==> src/hdl/tcp_option_parser_assert.svh <==
// Assertion macros used by the option parser back stage.
// Each check is sampled on the rising edge of clk and is off while rst_n is low.
`ifndef TCP_OPTION_PARSER_ASSERT_SVH
`define TCP_OPTION_PARSER_ASSERT_SVH

`ifndef SYNTHESIS

// The property must hold at every sampled edge.
`define TOP_ASSERT(label, prop, msg) \
    label: assert property (@(posedge clk) disable iff (!rst_n) (prop)) else $error(msg);

// The expression must never be true.
`define TOP_ASSERT_NEVER(label, expr, msg) \
    label: assert property (@(posedge clk) disable iff (!rst_n) !(expr)) else $error(msg);

`else

`define TOP_ASSERT(label, prop, msg)
`define TOP_ASSERT_NEVER(label, expr, msg)

`endif

`endif

==> src/hdl/tcpop_pkg.sv <==
`timescale 1ns / 1ps
`default_nettype none

package tcpop_pkg;

    // option kinds
    localparam logic [7:0] KIND_EOL = 8'd0;
    localparam logic [7:0] KIND_NOP = 8'd1;
    localparam logic [7:0] KIND_MSS = 8'd2;
    localparam logic [7:0] KIND_WS  = 8'd3;
    localparam logic [7:0] KIND_TS  = 8'd8;

    // number of kinds tracked in the bitmap
    localparam int KIND_LIMIT = 16;
    localparam int KIND_IDX_W = $clog2(KIND_LIMIT);

    // found flag bit positions
    localparam int FOUND_MSS = 0;
    localparam int FOUND_WS  = 1;
    localparam int FOUND_TS  = 2;

    localparam logic [15:0] RESET_MSS = 16'd536;

    // queue between front and back
    localparam int QDEPTH  = 4;
    localparam int QPTR_W  = $clog2(QDEPTH);
    localparam int QCNT_W  = $clog2(QDEPTH + 1);

    typedef enum logic [1:0] {
        PH_KIND,
        PH_LEN,
        PH_BODY
    } phase_t;

    // one classified option byte
    typedef struct packed {
        logic [7:0]            opt_byte;
        logic                  last;
        logic                  is_eol;
        logic                  is_nop;
        logic [KIND_LIMIT-1:0] kind_onehot;
    } q_entry_t;

    typedef struct packed {
        logic [15:0] kinds_seen;
        logic [15:0] mss;
        logic        mss_found;
        logic [7:0]  window_scale;
        logic        ts_found;
        logic [31:0] ts_value;
        logic [31:0] ts_echo;
        logic        malformed;
    } result_t;

    function automatic logic [2:0] found_bit(input logic [7:0] kind);
        logic [2:0] fb;
        fb = 3'b000;
        if (kind == KIND_MSS) fb[FOUND_MSS] = 1'b1;
        if (kind == KIND_WS)  fb[FOUND_WS]  = 1'b1;
        if (kind == KIND_TS)  fb[FOUND_TS]  = 1'b1;
        return fb;
    endfunction

    function automatic logic [7:0] wanted_len(input logic [7:0] kind);
        logic [7:0] len;
        len = 8'd0;
        if (kind == KIND_MSS) len = 8'd4;
        if (kind == KIND_WS)  len = 8'd3;
        if (kind == KIND_TS)  len = 8'd10;
        return len;
    endfunction

endpackage

`default_nettype wire

==> src/hdl/tcpop_front.sv <==
`timescale 1ns / 1ps
`default_nettype none

// Classifies incoming bytes and queues them for the parser.
module tcpop_front (
    input  wire logic               clk,
    input  wire logic               rst_n,
    input  wire logic               in_valid,
    output logic                    in_stall,
    input  wire logic [7:0]         opt_byte,
    input  wire logic               last,
    input  wire logic               q_pop,
    output logic                    q_valid,
    output tcpop_pkg::q_entry_t     q_entry
);
    import tcpop_pkg::*;

    q_entry_t          q_mem_reg [QDEPTH];
    logic [QPTR_W-1:0] wr_ptr_reg, wr_ptr_next;
    logic [QPTR_W-1:0] rd_ptr_reg, rd_ptr_next;
    logic [QCNT_W-1:0] count_reg, count_next;
    q_entry_t          cls;
    logic              push;
    logic              pop;

    // byte classification
    always_comb
    begin
        cls.opt_byte    = opt_byte;
        cls.last        = last;
        cls.is_eol      = (opt_byte == KIND_EOL);
        cls.is_nop      = (opt_byte == KIND_NOP);
        cls.kind_onehot = '0;
        if (opt_byte < 8'(KIND_LIMIT))
        begin
            cls.kind_onehot[opt_byte[KIND_IDX_W-1:0]] = 1'b1;
        end
    end

    assign in_stall = (count_reg == QCNT_W'(QDEPTH));
    assign q_valid  = (count_reg != '0);
    assign q_entry  = q_mem_reg[rd_ptr_reg];
    assign push     = in_valid && !in_stall;
    assign pop      = q_pop && q_valid;

    always_comb
    begin
        wr_ptr_next = push ? wr_ptr_reg + 1'b1 : wr_ptr_reg;
        rd_ptr_next = pop ? rd_ptr_reg + 1'b1 : rd_ptr_reg;
        count_next  = count_reg;
        if (push && !pop)
        begin
            count_next = count_reg + 1'b1;
        end
        else if (pop && !push)
        begin
            count_next = count_reg - 1'b1;
        end
    end

    always_ff @(posedge clk or negedge rst_n)
    begin
        if (!rst_n)
        begin
            wr_ptr_reg <= '0;
            rd_ptr_reg <= '0;
            count_reg  <= '0;
        end
        else
        begin
            wr_ptr_reg <= wr_ptr_next;
            rd_ptr_reg <= rd_ptr_next;
            count_reg  <= count_next;
        end
    end

    always_ff @(posedge clk)
    begin
        if (push)
        begin
            q_mem_reg[wr_ptr_reg] <= cls;
        end
    end

endmodule

`default_nettype wire

==> src/hdl/tcpop_back.sv <==
`timescale 1ns / 1ps
`default_nettype none

`include "tcp_option_parser_assert.svh"

// Option parser state machine and result register.
module tcpop_back (
    input  wire logic                clk,
    input  wire logic                rst_n,
    input  wire logic                q_valid,
    input  wire tcpop_pkg::q_entry_t q_entry,
    output logic                     q_pop,
    input  wire logic [15:0]         default_mss,
    output logic                     out_valid,
    input  wire logic                out_stall,
    output tcpop_pkg::result_t       result
);
    import tcpop_pkg::*;

    phase_t      phase_reg, phase_next;
    logic [7:0]  cur_kind_reg, cur_kind_next;
    logic [7:0]  body_left_reg, body_left_next;
    logic [3:0]  body_index_reg, body_index_next;
    logic [15:0] bitmap_reg, bitmap_next;
    logic [15:0] mss_acc_reg, mss_acc_next;
    logic [7:0]  ws_acc_reg, ws_acc_next;
    logic [31:0] tsval_acc_reg, tsval_acc_next;
    logic [31:0] tsecr_acc_reg, tsecr_acc_next;
    logic [2:0]  found_reg, found_next;
    logic        bad_reg, bad_next;
    logic        ended_reg, ended_next;
    logic        out_valid_reg, out_valid_next;
    result_t     result_reg, result_next;

    logic        out_free;
    logic        take;
    logic [7:0]  b;
    logic [7:0]  want;
    logic [2:0]  fb;

    assign out_free  = !out_valid_reg || !out_stall;
    // a final byte waits until the result register can take its summary
    assign q_pop     = q_valid && (!q_entry.last || out_free);
    assign take      = q_pop;
    assign out_valid = out_valid_reg;
    assign result    = result_reg;
    assign b         = q_entry.opt_byte;
    assign want      = wanted_len(cur_kind_reg);
    assign fb        = found_bit(cur_kind_reg);

    always_comb
    begin
        phase_next      = phase_reg;
        cur_kind_next   = cur_kind_reg;
        body_left_next  = body_left_reg;
        body_index_next = body_index_reg;
        bitmap_next     = bitmap_reg;
        mss_acc_next    = mss_acc_reg;
        ws_acc_next     = ws_acc_reg;
        tsval_acc_next  = tsval_acc_reg;
        tsecr_acc_next  = tsecr_acc_reg;
        found_next      = found_reg;
        bad_next        = bad_reg;
        ended_next      = ended_reg;

        if (!ended_reg)
        begin
            case (phase_reg)
                PH_KIND:
                begin
                    if (q_entry.is_eol)
                    begin
                        ended_next = 1'b1;
                    end
                    else if (!q_entry.is_nop)
                    begin
                        bitmap_next   = bitmap_reg | q_entry.kind_onehot;
                        cur_kind_next = b;
                        phase_next    = PH_LEN;
                    end
                end
                PH_LEN:
                begin
                    if (q_entry.is_eol || q_entry.is_nop)
                    begin
                        // length below two: stop parsing
                        bad_next      = 1'b1;
                        ended_next    = 1'b1;
                        cur_kind_next = '0;
                        phase_next    = PH_KIND;
                    end
                    else
                    begin
                        if (want != '0 && b != want)
                        begin
                            bad_next      = 1'b1;
                            cur_kind_next = '0;
                        end
                        else if (want == '0)
                        begin
                            cur_kind_next = '0;
                        end
                        body_left_next  = b - 8'd2;
                        body_index_next = '0;
                        phase_next      = (b == 8'd2) ? PH_KIND : PH_BODY;
                    end
                end
                PH_BODY:
                begin
                    if (fb != '0 && (found_reg & fb) == '0)
                    begin
                        if (cur_kind_reg == KIND_MSS)
                        begin
                            mss_acc_next = {mss_acc_reg[7:0], b};
                        end
                        else if (cur_kind_reg == KIND_WS)
                        begin
                            ws_acc_next = b;
                        end
                        else if (body_index_reg < 4'd4)
                        begin
                            tsval_acc_next = {tsval_acc_reg[23:0], b};
                        end
                        else
                        begin
                            tsecr_acc_next = {tsecr_acc_reg[23:0], b};
                        end
                    end
                    if (body_index_reg != 4'd15)
                    begin
                        body_index_next = body_index_reg + 4'd1;
                    end
                    body_left_next = body_left_reg - 8'd1;
                    if (body_left_reg == 8'd1)
                    begin
                        found_next    = found_reg | fb;
                        cur_kind_next = '0;
                        phase_next    = PH_KIND;
                    end
                end
                default:
                begin
                    phase_next = PH_KIND;
                end
            endcase
        end
    end

    // summary built from the state after the final byte
    always_comb
    begin
        result_next.kinds_seen   = bitmap_next;
        result_next.mss_found    = found_next[FOUND_MSS];
        result_next.mss          = found_next[FOUND_MSS] ? mss_acc_next : default_mss;
        result_next.window_scale = found_next[FOUND_WS] ? ws_acc_next : 8'd0;
        result_next.ts_found     = found_next[FOUND_TS];
        result_next.ts_value     = found_next[FOUND_TS] ? tsval_acc_next : 32'd0;
        result_next.ts_echo      = found_next[FOUND_TS] ? tsecr_acc_next : 32'd0;
        // truncated option also counts as malformed
        result_next.malformed    = bad_next || (!ended_next && phase_next != PH_KIND);
    end

    always_comb
    begin
        out_valid_next = out_valid_reg;
        if (take && q_entry.last)
        begin
            out_valid_next = 1'b1;
        end
        else if (out_valid_reg && !out_stall)
        begin
            out_valid_next = 1'b0;
        end
    end

    always_ff @(posedge clk or negedge rst_n)
    begin
        if (!rst_n)
        begin
            phase_reg      <= PH_KIND;
            cur_kind_reg   <= '0;
            body_left_reg  <= '0;
            body_index_reg <= '0;
            bitmap_reg     <= '0;
            mss_acc_reg    <= '0;
            ws_acc_reg     <= '0;
            tsval_acc_reg  <= '0;
            tsecr_acc_reg  <= '0;
            found_reg      <= '0;
            bad_reg        <= 1'b0;
            ended_reg      <= 1'b0;
            out_valid_reg  <= 1'b0;
        end
        else
        begin
            out_valid_reg <= out_valid_next;
            if (take)
            begin
                if (q_entry.last)
                begin
                    phase_reg      <= PH_KIND;
                    cur_kind_reg   <= '0;
                    body_left_reg  <= '0;
                    body_index_reg <= '0;
                    bitmap_reg     <= '0;
                    mss_acc_reg    <= '0;
                    ws_acc_reg     <= '0;
                    tsval_acc_reg  <= '0;
                    tsecr_acc_reg  <= '0;
                    found_reg      <= '0;
                    bad_reg        <= 1'b0;
                    ended_reg      <= 1'b0;
                end
                else
                begin
                    phase_reg      <= phase_next;
                    cur_kind_reg   <= cur_kind_next;
                    body_left_reg  <= body_left_next;
                    body_index_reg <= body_index_next;
                    bitmap_reg     <= bitmap_next;
                    mss_acc_reg    <= mss_acc_next;
                    ws_acc_reg     <= ws_acc_next;
                    tsval_acc_reg  <= tsval_acc_next;
                    tsecr_acc_reg  <= tsecr_acc_next;
                    found_reg      <= found_next;
                    bad_reg        <= bad_next;
                    ended_reg      <= ended_next;
                end
            end
        end
    end

    always_ff @(posedge clk)
    begin
        if (take && q_entry.last)
        begin
            result_reg <= result_next;
        end
    end

    `TOP_ASSERT_NEVER(a_no_overwrite, q_pop && q_entry.last && out_valid_reg && out_stall, "result overwritten while stalled")
    `TOP_ASSERT(a_clear_after_last, q_pop && q_entry.last |=> phase_reg == PH_KIND && !ended_reg && found_reg == 3'b000, "state not cleared after final byte")
    `TOP_ASSERT(a_body_nonzero, phase_reg == PH_BODY |-> body_left_reg != 8'd0, "body phase with no bytes left")
    `TOP_ASSERT(a_mss_kind_seen, out_valid_reg && result_reg.mss_found |-> result_reg.kinds_seen[2], "MSS found without its kind bit")

endmodule

`default_nettype wire

==> src/hdl/tcp_option_parser.sv <==
`timescale 1ns / 1ps
`default_nettype none

// TCP option parser. Takes the option area one byte per item, with last set on the
// final byte, and gives one summary item per option area: a bitmap of option kinds
// below 16, the first valid MSS (or default_mss when none), window scale, timestamp
// value and echo, found flags and a malformed flag. NOP bytes are skipped, EOL ends
// parsing, and a short length, a wrong length on a known kind or an option cut off by
// the final byte sets malformed. It takes one byte per cycle unless out_stall holds
// the result register. A front stage classifies each byte into a four-entry queue;
// the back stage parses one queued byte per cycle, but a final byte waits for a free
// result register, and loads the summary into it when popped. The queue absorbs up
// to four bytes while out_stall holds the result register; beyond that in_stall
// rises. default_mss resets to 536; the user must write it with cfg_wr_en only while
// no option area is in flight, and the block itself does not enforce this.
module tcp_option_parser (
    input  wire logic        clk,
    input  wire logic        rst_n,
    // configuration
    input  wire logic        cfg_wr_en,
    input  wire logic [15:0] cfg_wr_data,
    // input channel
    input  wire logic        in_valid,
    output logic             in_stall,
    input  wire logic [7:0]  opt_byte,
    input  wire logic        last,
    // result channel
    output logic             out_valid,
    input  wire logic        out_stall,
    output logic [15:0]      kinds_seen,
    output logic [15:0]      mss,
    output logic             mss_found,
    output logic [7:0]       window_scale,
    output logic             ts_found,
    output logic [31:0]      ts_value,
    output logic [31:0]      ts_echo,
    output logic             malformed
);
    import tcpop_pkg::*;

    logic [15:0] default_mss_reg;
    logic        q_valid;
    logic        q_pop;
    q_entry_t    q_entry;
    result_t     result;

    always_ff @(posedge clk or negedge rst_n)
    begin
        if (!rst_n)
        begin
            default_mss_reg <= RESET_MSS;
        end
        else if (cfg_wr_en)
        begin
            default_mss_reg <= cfg_wr_data;
        end
    end

    // classify and queue
    tcpop_front u_front (
        .clk      (clk),
        .rst_n    (rst_n),
        .in_valid (in_valid),
        .in_stall (in_stall),
        .opt_byte (opt_byte),
        .last     (last),
        .q_pop    (q_pop),
        .q_valid  (q_valid),
        .q_entry  (q_entry)
    );

    // parse and hold the summary
    tcpop_back u_back (
        .clk         (clk),
        .rst_n       (rst_n),
        .q_valid     (q_valid),
        .q_entry     (q_entry),
        .q_pop       (q_pop),
        .default_mss (default_mss_reg),
        .out_valid   (out_valid),
        .out_stall   (out_stall),
        .result      (result)
    );

    assign kinds_seen   = result.kinds_seen;
    assign mss          = result.mss;
    assign mss_found    = result.mss_found;
    assign window_scale = result.window_scale;
    assign ts_found     = result.ts_found;
    assign ts_value     = result.ts_value;
    assign ts_echo      = result.ts_echo;
    assign malformed    = result.malformed;

endmodule

`default_nettype wire
==> config.mk <==
export PLATFORM = sky130hd
export DESIGN_NAME = tcp_option_parser
export DESIGN_NICKNAME = d
export VERILOG_FILES = /design/src/hdl/tcpop_pkg.sv /design/src/hdl/tcpop_front.sv /design/src/hdl/tcpop_back.sv /design/src/hdl/tcp_option_parser.sv
export VERILOG_INCLUDE_DIRS = /design/src /design/src/hdl
export SDC_FILE = /design/constraint.sdc
export NUM_CORES = 1
export LEC_CHECK = 0
export BUFFER_PORTS_ARGS = -buffer_cell sky130_fd_sc_hd__buf_2
export CAP_MARGIN = 20
export CORE_MARGIN = 1
export CORE_UTILIZATION = 35
export CTS_CLUSTER_DIAMETER = 100
export DETAILED_ROUTE_END_ITERATION = 16
export GPL_ROUTABILITY_DRIVEN = 0
export GPL_TIMING_DRIVEN = 0
export HOLD_SLACK_MARGIN = 0.06
export PLACE_DENSITY = 0.55
export SLEW_MARGIN = 0
export SYNTH_ARGS = -nofsm -noshare
export SYNTH_HDL_FRONTEND = slang
export SYNTH_SLANG_ARGS = --single-unit
==> constraint.sdc <==
create_clock -name clk -period 4.6 [get_ports clk]
set_input_delay 0.69 -clock clk [delete_from_list [all_inputs] [get_ports clk]]
set_output_delay 0.69 -clock clk [all_outputs]
set_load 0.1 [all_outputs]
**Word level (Yosys, flattened, before mapping)**

Memories as Yosys holds them, arrays and structs flattened.
Index checks and enable logic that the tools add are counted.
Widths: inputs -> output; s select.

- Input bits: 30
- RAM bits: 108
- Bits in registers: 262
- Memories: 1
- Logic and storage cells: 181

- Bitwise logic cells: 3
- Reductions and logical operators: 37
- $lt $le $gt $ge: 4
- Mux-type cells: 86
- Equality and inequality tests: 18
- Add/sub/neg operators: 7

Memory list:

| memory | depth | bits a word | rd ports | clocked after Yosys merged registers in | wr ports | line | text |
|---|---|---|---|---|---|---|---|
| u_front.q_mem_reg | 4 | 27 | 1 | 0 | 1 | tcpop_front.sv:18 | `q_entry_t q_mem_reg [QDEPTH];` |

Operators with widths:

| cell | number |
|---|---|
| $mux 32 | 14 |
| $mux 16 | 12 |
| $mux 8 | 19 |
| $eq 8x2->1 const B | 3 |
| $pmux 8 s3 | 1 |
| $mux 3 | 7 |
| $mux 1 | 17 |
| $eq 8x1->1 const B | 2 |
| $logic_not 8->1 | 2 |
| $mux 4 | 4 |
| $or 16x16->16 | 1 |
| $pmux 8 s2 | 1 |
| $mux 2 | 7 |
| $logic_and 1x1->1 | 11 |
| $ne 3x2->1 const B | 3 |
| $reduce_bool 3->1 | 3 |
| $eq 8x4->1 const B | 1 |
| $lt 8x5->1 const B | 1 |
| $ne 8x8->1 | 1 |
| $pmux 4 s2 | 1 |
| $reduce_bool 8->1 | 1 |
| $sub 8x1->8 const B | 1 |
| $sub 8x2->8 const B | 1 |
| $logic_not 1->1 | 7 |
| other kinds (27) | 34 |

**Longest topological paths before layout**

Gate-level depths: netlist of the first run.

- Word-level depth: 11
- Mapped depth: 12
- Depth with buffers taken out: 9

**Modules after synthesis**

Synthesis of the first run repeated with hierarchy kept, for this count alone.

- Cell total of the unflattened synthesis: 1200
- Area total of the unflattened synthesis: 15721.3 um^2

Modules (own cells, without submodules):

| module | times used | cells an instance | area an instance (um^2) | sequential area each (um^2) |
|---|---|---|---|---|
| tcpop_back | 1 | 962 | 10615.2 | 6516.2 |
| tcpop_front | 1 | 204 | 4453.0 | 3418.3 |
| tcp_option_parser | 1 | 34 | 653.1 | 404.1 |

**Worst setup path after synthesis of the first run**

Ideal clock, no wire load.

- Path type: register -> register
- Start: reg u_front.rd_ptr_reg[0]
- End: reg u_back.result_reg (netlist bit u_back.result[0]) (enable)
- Library setup time: 513 ps
- Buffers on the path: 3
- Period minus slack after synthesis: 5000 ps
- Stages on the path, launching flop included: 7
- Arrival time: 4487 ps
- Data required time: 4087 ps
- Slack: -400 ps
- Cells stage by stage: dfrtp_1 > buf_6 > mux4_2 > buf_6 > nand3_1 > inv_1 > clkbuf_1

- Word-level cells in the longest chain between the ends: 5

RTL lines:

| element | line | text |
|---|---|---|
| from (decl) | tcpop_front.sv:20 | `logic [QPTR_W-1:0] rd_ptr_reg, rd_ptr_next;` |
| from (signal assigned) | tcpop_front.sv:72 | `rd_ptr_reg <= rd_ptr_next;` |
| $mem_v2 4x27 * | - |  |
| $logic_not 1->1 | tcpop_back.sv:43 | `assign q_pop = q_valid && (!q_entry.last \|\| out_free);` |
| $logic_or 1x1->1 | tcpop_back.sv:43 |  |
| $logic_and 1x1->1 | tcpop_back.sv:43 |  |
| $logic_and 1x1->1 * | tcpop_back.sv:235 | `if (take && q_entry.last)` |
| to (signal assigned) | tcpop_back.sv:237 | `result_reg <= result_next;` |
| to (decl) | tcpop_back.sv:33 | `result_t result_reg, result_next;` |

Every way passes the cells marked *; elsewhere a longest branch is shown, timed or not.
A chain may end at the register's enable or synchronous reset.

**Worst setup path after layout of the first run**

- Start: reg u_front.rd_ptr_reg[1]
- End: reg u_back.body_left_reg[7]

- Word-level cells in the longest chain between the ends: 6
- Elaborated cells between the ends (all ways): 14
- Those cells by class: add/sub (1); eq/ne (2); mux (4); reduce/logical (6); memory (1)

RTL lines:

| element | line | text |
|---|---|---|
| $mem_v2 4x27 * | - |  |
| $sub 8x2->8 | tcpop_back.sv:103 | `body_left_next = b - 8'd2;` |
| $mux 8 | tcpop_back.sv:84 | `if (q_entry.is_eol \|\| q_entry.is_nop)` |
| $pmux 8 s2 | tcpop_back.sv:68 | `case (phase_reg)` |
| $mux 8 | tcpop_back.sv:66 | `if (!ended_reg)` |
| $mux 8 | tcpop_back.sv:199 | `if (q_entry.last)` |
| to (signal assigned) | tcpop_back.sv:218 | `body_left_reg <= body_left_next;` |
| to (decl) | tcpop_back.sv:22 | `logic [7:0] body_left_reg, body_left_next;` |

Every way passes the cells marked *; elsewhere a longest branch is shown, timed or not. The select of a mux whose other input is x is not followed.

==> metrics.yaml, run 1 <==
status: "complete, no violations"
post-synth-top-count-cell: "edfxtp_1"
required_ns: 5.02
route.detailed.drc: 0
period_needed_ns: 3.33
fin_skew_ns: 0.0127
cts-root-buf: "clkbuf_16"
yosys.area.top_type: "edfxtp_1"
drtPass1Iterations: 5
arrival_ns: 3.75
antenna_cells: 0
clk_pin_slew_ns: 0.06
worstSetupPathType: "flop to flop"
hpwl_um: 23500
yosys-top-cells-count: "215 x edfxtp_1, 167 x nand2_1, 152 x dfrtp_1"
syn_nets: 1175
die_y_um: 211
setup_viol: 0
drt-total-wl_um: 35800
slew_viol_final: 0
synthCells: 1131
yosysWarningCount: 0
yosysSeqAreaShare: 0.673
clock-sinks: 370
crit_start: "u_front.rd_ptr_reg[1]"
viasPerCell: 5.05
fill_cells: 4114
rsz0062_at_grt: "no"
cts_tree: "done"
antenna_found_initial: 1
cp_max_fo: 10
largest_reg_flops: 108
cp-start-kind: "flop"
cts-htree-levels: 2
ys_ff_latch: 370
portBuffers: 137
period_share: 0.725
reg2reg_slack_ns: 1.27
cts_buffers: 40
regArea_um2: 10300
finalSetupTns_ns: 0
yosysUniqueCellTypes: 71
multi_input_area_um2: 4620
tightest_slew_ns: 0.850
synth_area_leaders: "edfxtp_1 42%, dfrtp_1 25%, a22o_1 5.6%"
io_pins: 139
cp-end-kind: "flop"
hold_viol_final: 0
ant_nets: 0
netlist_area_um2: 15400
min_path_type: "input port to async pin"
drive_gt1_frac: 0.217
drtIter0Drc: 652
die_x_um: 211
dieArea_um2: 44700
relSlewSlack: 0.428
fp-row-count: 76
grt_overflow: 0
wl_per_cell_um: 18.6
area_growth_pct: 18.6
drv_cap: 0
synthArstFlopShare: 0.419
ctsHoldBuffers: 0
post_cts_buffers: 0
start_util: 0.356
clkLatencyLatePin_ns: 0.53
grt_usage: 0.164
fmax_mhz: 300
grt_max_degree: 95
synth.avg_cell_area_um2: 13.6
core_um2: 43200
ys.flop_type: "edfxtp_1"
final_nets: 1356
synth_edf_count: 215
r2r_start: "u_front.rd_ptr_reg[1]"
grt_pass1_wl_um: 56900
cts_resized: 0
grt_pass1_vias: 9832
synth_top_area_frac: 0.421
clockBufferDepth: 3
vias: 9745
==> through the flow <==
step                std cells  utilization  setup slack, ns  area [µm²]  hold slack, ns
floorplan                1131            -            0.536       15400           0.394
global placement         1853        0.388            0.177       16800           0.466
detailed placement       1855        0.390             1.22       16800           0.482
CTS                      1929        0.422             1.21       18200           0.209
global route             1929        0.422            0.958       18200           0.203
finish                   1929        0.422             1.27       18200           0.148
==> worst max-delay path, cell delays in order (launching register included) <==
cell      delay, ns
dfrtp_1        0.32
buf_2          0.26
buf_1          0.59
mux4_2         0.49
clkbuf_1       0.37
inv_1          0.13
ha_1           0.18
nor3b_1        0.32
nand2_1        0.11
xor2_1         0.13
nand2_1        0.07
a32o_1         0.26
==> worst paths after layout <==
kind,end,depth (start not counted)
min in group clk,u_front.q_mem_reg[0][18],1
worst max-delay path,u_back.body_left_reg[7],11
worst min-delay path,u_back.tsecr_acc_reg[27],1
worst max register to register,u_back.body_left_reg[7],11
max in group asynchronous,default_mss_reg[3],2
worst min register to register,u_back.bitmap_reg[7],2
==> logic make-up after synthesis <==
logic type	after synthesis	synth area share
multiplexers	70	0.0690
flip-flops	370	0.673
AO/OA/AOI/OAI	278	0.127
buffers and inverters	90	0.0257
XOR/XNOR	12	0.00685
adder cells (fa/ha/maj)	14	0.0119
AND/OR/NAND/NOR	297	0.0863
==> cell type report <==
class,instances,area share
Tap cell,585,0.0402
Sequential cell,370,0.568
Buffer,71,0.0183
Timing Repair Buffer,139,0.0412
Inverter,19,0.00392
Clock buffer,51,0.0584
Multi-Input combinational cell,671,0.254
Clock inverter,23,0.0166
==> per-layer routing <==
metal  GRT usage  vias to the layer above  share of wire
li1            -                     4566              -
met1       0.223                     4911           0.45
met2       0.270                      214           0.48
met3      0.0319                       52          0.046
met4      0.0422                        2          0.017
met5           0                        -        0.00036
==> cell usage in the layout (no fill, tap or decap), types with 27 or more instances in the layout <==
cell type    n
o21ai_0     31
edfxtp_1   215
nor2_1      59
clkbuf_16   41
nand2_1    167
a21oi_1     92
a22o_1      98
buf_2      159
clkbuf_1    49
dfrtp_1    152
mux4_2      27
Power of run 1 is not shown: default switching activity piles up to over one toggle a cycle in this logic, so the estimate is an artifact.
==> inputs of run 2 (changes only) <==
==> constraint.sdc (replaced) <==
create_clock -name clk -period 2.88 [get_ports clk]
set_input_delay 0.432 -clock clk [delete_from_list [all_inputs] [get_ports clk]]
set_output_delay 0.432 -clock clk [all_outputs]
set_load 0.1 [all_outputs]
==> run 2 against run 1 <==
  * Sequential cell count stayed put
  * Highest routed layer is now met4
  * Clock skew up 0.0046 ns
  * Clock-buffer cell count is 2 higher
  * Register-to-register slack worse by 1.1 ns
  * Global-route usage rose by 0.15 points
  * Sequential share of layout area decreased by 0.81 points
  * First-iteration DRC count is 1.8% lower
==> metrics.yaml, run 2 (synthesis gave the netlist of run 1 again) <==
status: "complete, no violations"  # unchanged
multi_input_area_um2: 4710  # was 4620 µm²
regArea_um2: 10300  # unchanged
die_x_um: 211  # unchanged
clk_pin_slew_ns: 0.06  # about the same
fp-row-count: 76  # unchanged
met1Wirelength_um: 16700  # was 16300 µm
arrival_ns: 3.13  # was 3.75 ns
grt_pass1_wl_um: 56900  # about the same
ant_nets: 0  # unchanged
cts-htree-levels: 2  # unchanged
grt_max_degree: 91  # was 95
area_growth_pct: 20.4  # was 18.6%
io_pins: 139  # unchanged
final_nets: 1370  # was 1356
dieArea_um2: 44700  # unchanged
fin_skew_ns: 0.0173  # was 0.0127 ns
core_um2: 43200  # unchanged
met3_length_um: 1850  # was 1660 µm
die_y_um: 211  # unchanged
vias: 9839  # was 9745
tightest_slew_ns: 0.867  # was 0.850 ns
largest_reg_flops: 108  # unchanged
fill_cells: 4014  # was 4114
drtPass1Iterations: 5  # unchanged
drt-total-wl_um: 36700  # was 35800 µm
start_util: 0.356  # unchanged
grt_overflow: 0  # unchanged
cts-root-buf: "clkbuf_16"  # unchanged
relSlewSlack: 0.422  # was 0.428
drive_gt1_frac: 0.248  # was 0.217
routed.top_layer: "met4"  # was met5
rsz0062_at_grt: "yes"  # was no
drtIter0Drc: 640  # was 652
wl_per_cell_um: 18.9  # was 18.6 µm
dr_wl_met2_um: 17400  # was 17200 µm
clockBufferDepth: 3  # unchanged
fin_hold_ws_ns: 0.0922  # was 0.148 ns
fin_util: 0.428  # was 0.422
critPathBufInv: 2  # was 4
cts_buffers: 42  # was 40
crit_slowest_cell: "or4_1"  # was buf_1
period_share: 0.958  # was 0.725
route.detailed.drc: 0  # unchanged
cpLargestDelayFamily: "simple AND/OR/NAND/NOR gates"  # was buffers and inverters
hpwl_um: 23400  # was 23500 µm
reg2reg_slack_ns: 0.12  # was 1.27 ns
mostFrequentLayoutCells: "215 x edfxtp_1, 167 x nand2_1, 157 x buf_2"  # was 215 x edfxtp_1, 167 x nand2_1, 159 x buf_2
cp-start-kind: "flop"  # unchanged
crit_chain: "or4_1, or2_0, buf_2, or3_4, nor3_4, buf_4, nand2_1, a21oi_1"  # was buf_2, buf_1, mux4_2, clkbuf_1, inv_1, ha_1, nor3b_1, nand2_1, xor2_1, nand2_1, a32o_1
setup_viol: 0  # unchanged
grt_pass1_vias: 9887  # was 9832
cp-end-kind: "flop"  # unchanged
layout_commonest_cell: "edfxtp_1"  # unchanged
worstSetupPathType: "flop to flop"  # unchanged
portBuffers: 137  # unchanged
grt_usage: 0.166  # was 0.164
cts_tree: "done"  # unchanged
drv_cap: 0  # unchanged
required_ns: 3.25  # was 5.02 ns
clkLatencyLatePin_ns: 0.57  # was 0.53 ns
viasPerCell: 5.06  # was 5.05
fmax_mhz: 362  # was 300 MHz
min_path_type: "input port to flop"  # was input port to async pin
clock-sinks: 370  # unchanged
hold_viol_final: 0  # unchanged
critPathMaxStageDelay_ns: 0.57  # was 0.59 ns
antenna_found_initial: 1  # unchanged
finalSetupTns_ns: 0  # unchanged
period_needed_ns: 2.76  # was 3.33 ns
slew_viol_final: 0  # unchanged
cp_max_fo: 10  # unchanged
run 2: cell types whose count changed in the layout (fill, tap and decap cells not counted), moves of 4 or more:
cell / previous run / this run
buf_4: 1 / 16
clkbuf_1: 49 / 35
a21oi_1: 92 / 86
a21oi_2: 0 / 6
clkbuf_8: 1 / 7
bufinv_16: 7 / 3
clkbuf_2: 1 / 5
clkinv_2: 7 / 11
run 2: final timing paths:
| path | from | end | cells past startpoint |
|---|---|---|---|
| worst max register to register | u_back.cur_kind_reg[5] | u_back.result[41] | 8 |
| max in group asynchronous | rst_n | default_mss_reg[4] | 3 |
| min in group asynchronous | rst_n | u_back.tsecr_acc_reg[29] | 2 |
| worst min-delay path | opt_byte[6] | u_front.q_mem_reg[0][25] | 1 |
| worst max-delay path | u_back.cur_kind_reg[5] | u_back.result[41] | 8 |
| worst min register to register | u_back.body_left_reg[3] | u_back.body_left_reg[3] | 1 |
run 2: area by class of cell:
type                    count  area share
diodes                      1    0.000135
plain buffers              68      0.0196
clock buffers              53      0.0624
clock inverters            25      0.0117
inverters                  19     0.00399
multi-input cells         671       0.255
flip-flops and latches    370       0.559
well taps                 585      0.0396
repair buffers            154      0.0479
run 2: routing by layer:
metal | GRT usage | vias to the layer above
li1 | - | 4611
met1 | 0.228 | 4927
met2 | 0.265 | 248
met3 | 0.0310 | 53
met4 | 0.0522 | 0
met5 | 0 | -
run 2: repair_timing:
item                                    CTS  global route
cloned                                    0             1
hold buffers                              2             0
endpoints found under the hold margin    74             0
pin swaps                                 0             5
gates resized for setup                  20            24
endpoints found under the setup margin  139           267
buffers inserted                          6             6
run 2: worst register-to-register path: stages, from the launching register on:
cell and delay, ns:
dfrtp_1 0.38, or4_1 0.57, or2_0 0.22, buf_2 0.18, or3_4 0.39, nor3_4 0.30
buf_4 0.24, nand2_1 0.07, a21oi_1 0.24
run 2: per-stage QoR:
step	instances	area [µm²]	worst slack, ns
6_report	1946	18500	0.120
3_3_place_gp	1853	16800	-1.33
4_1_cts	1939	18400	0.00224
3_5_place_dp	1855	16900	-0.495
2_1_floorplan	1131	15400	0.192
5_1_grt	1945	18500	-0.0181
Power of run 2 is left out for the same reason.
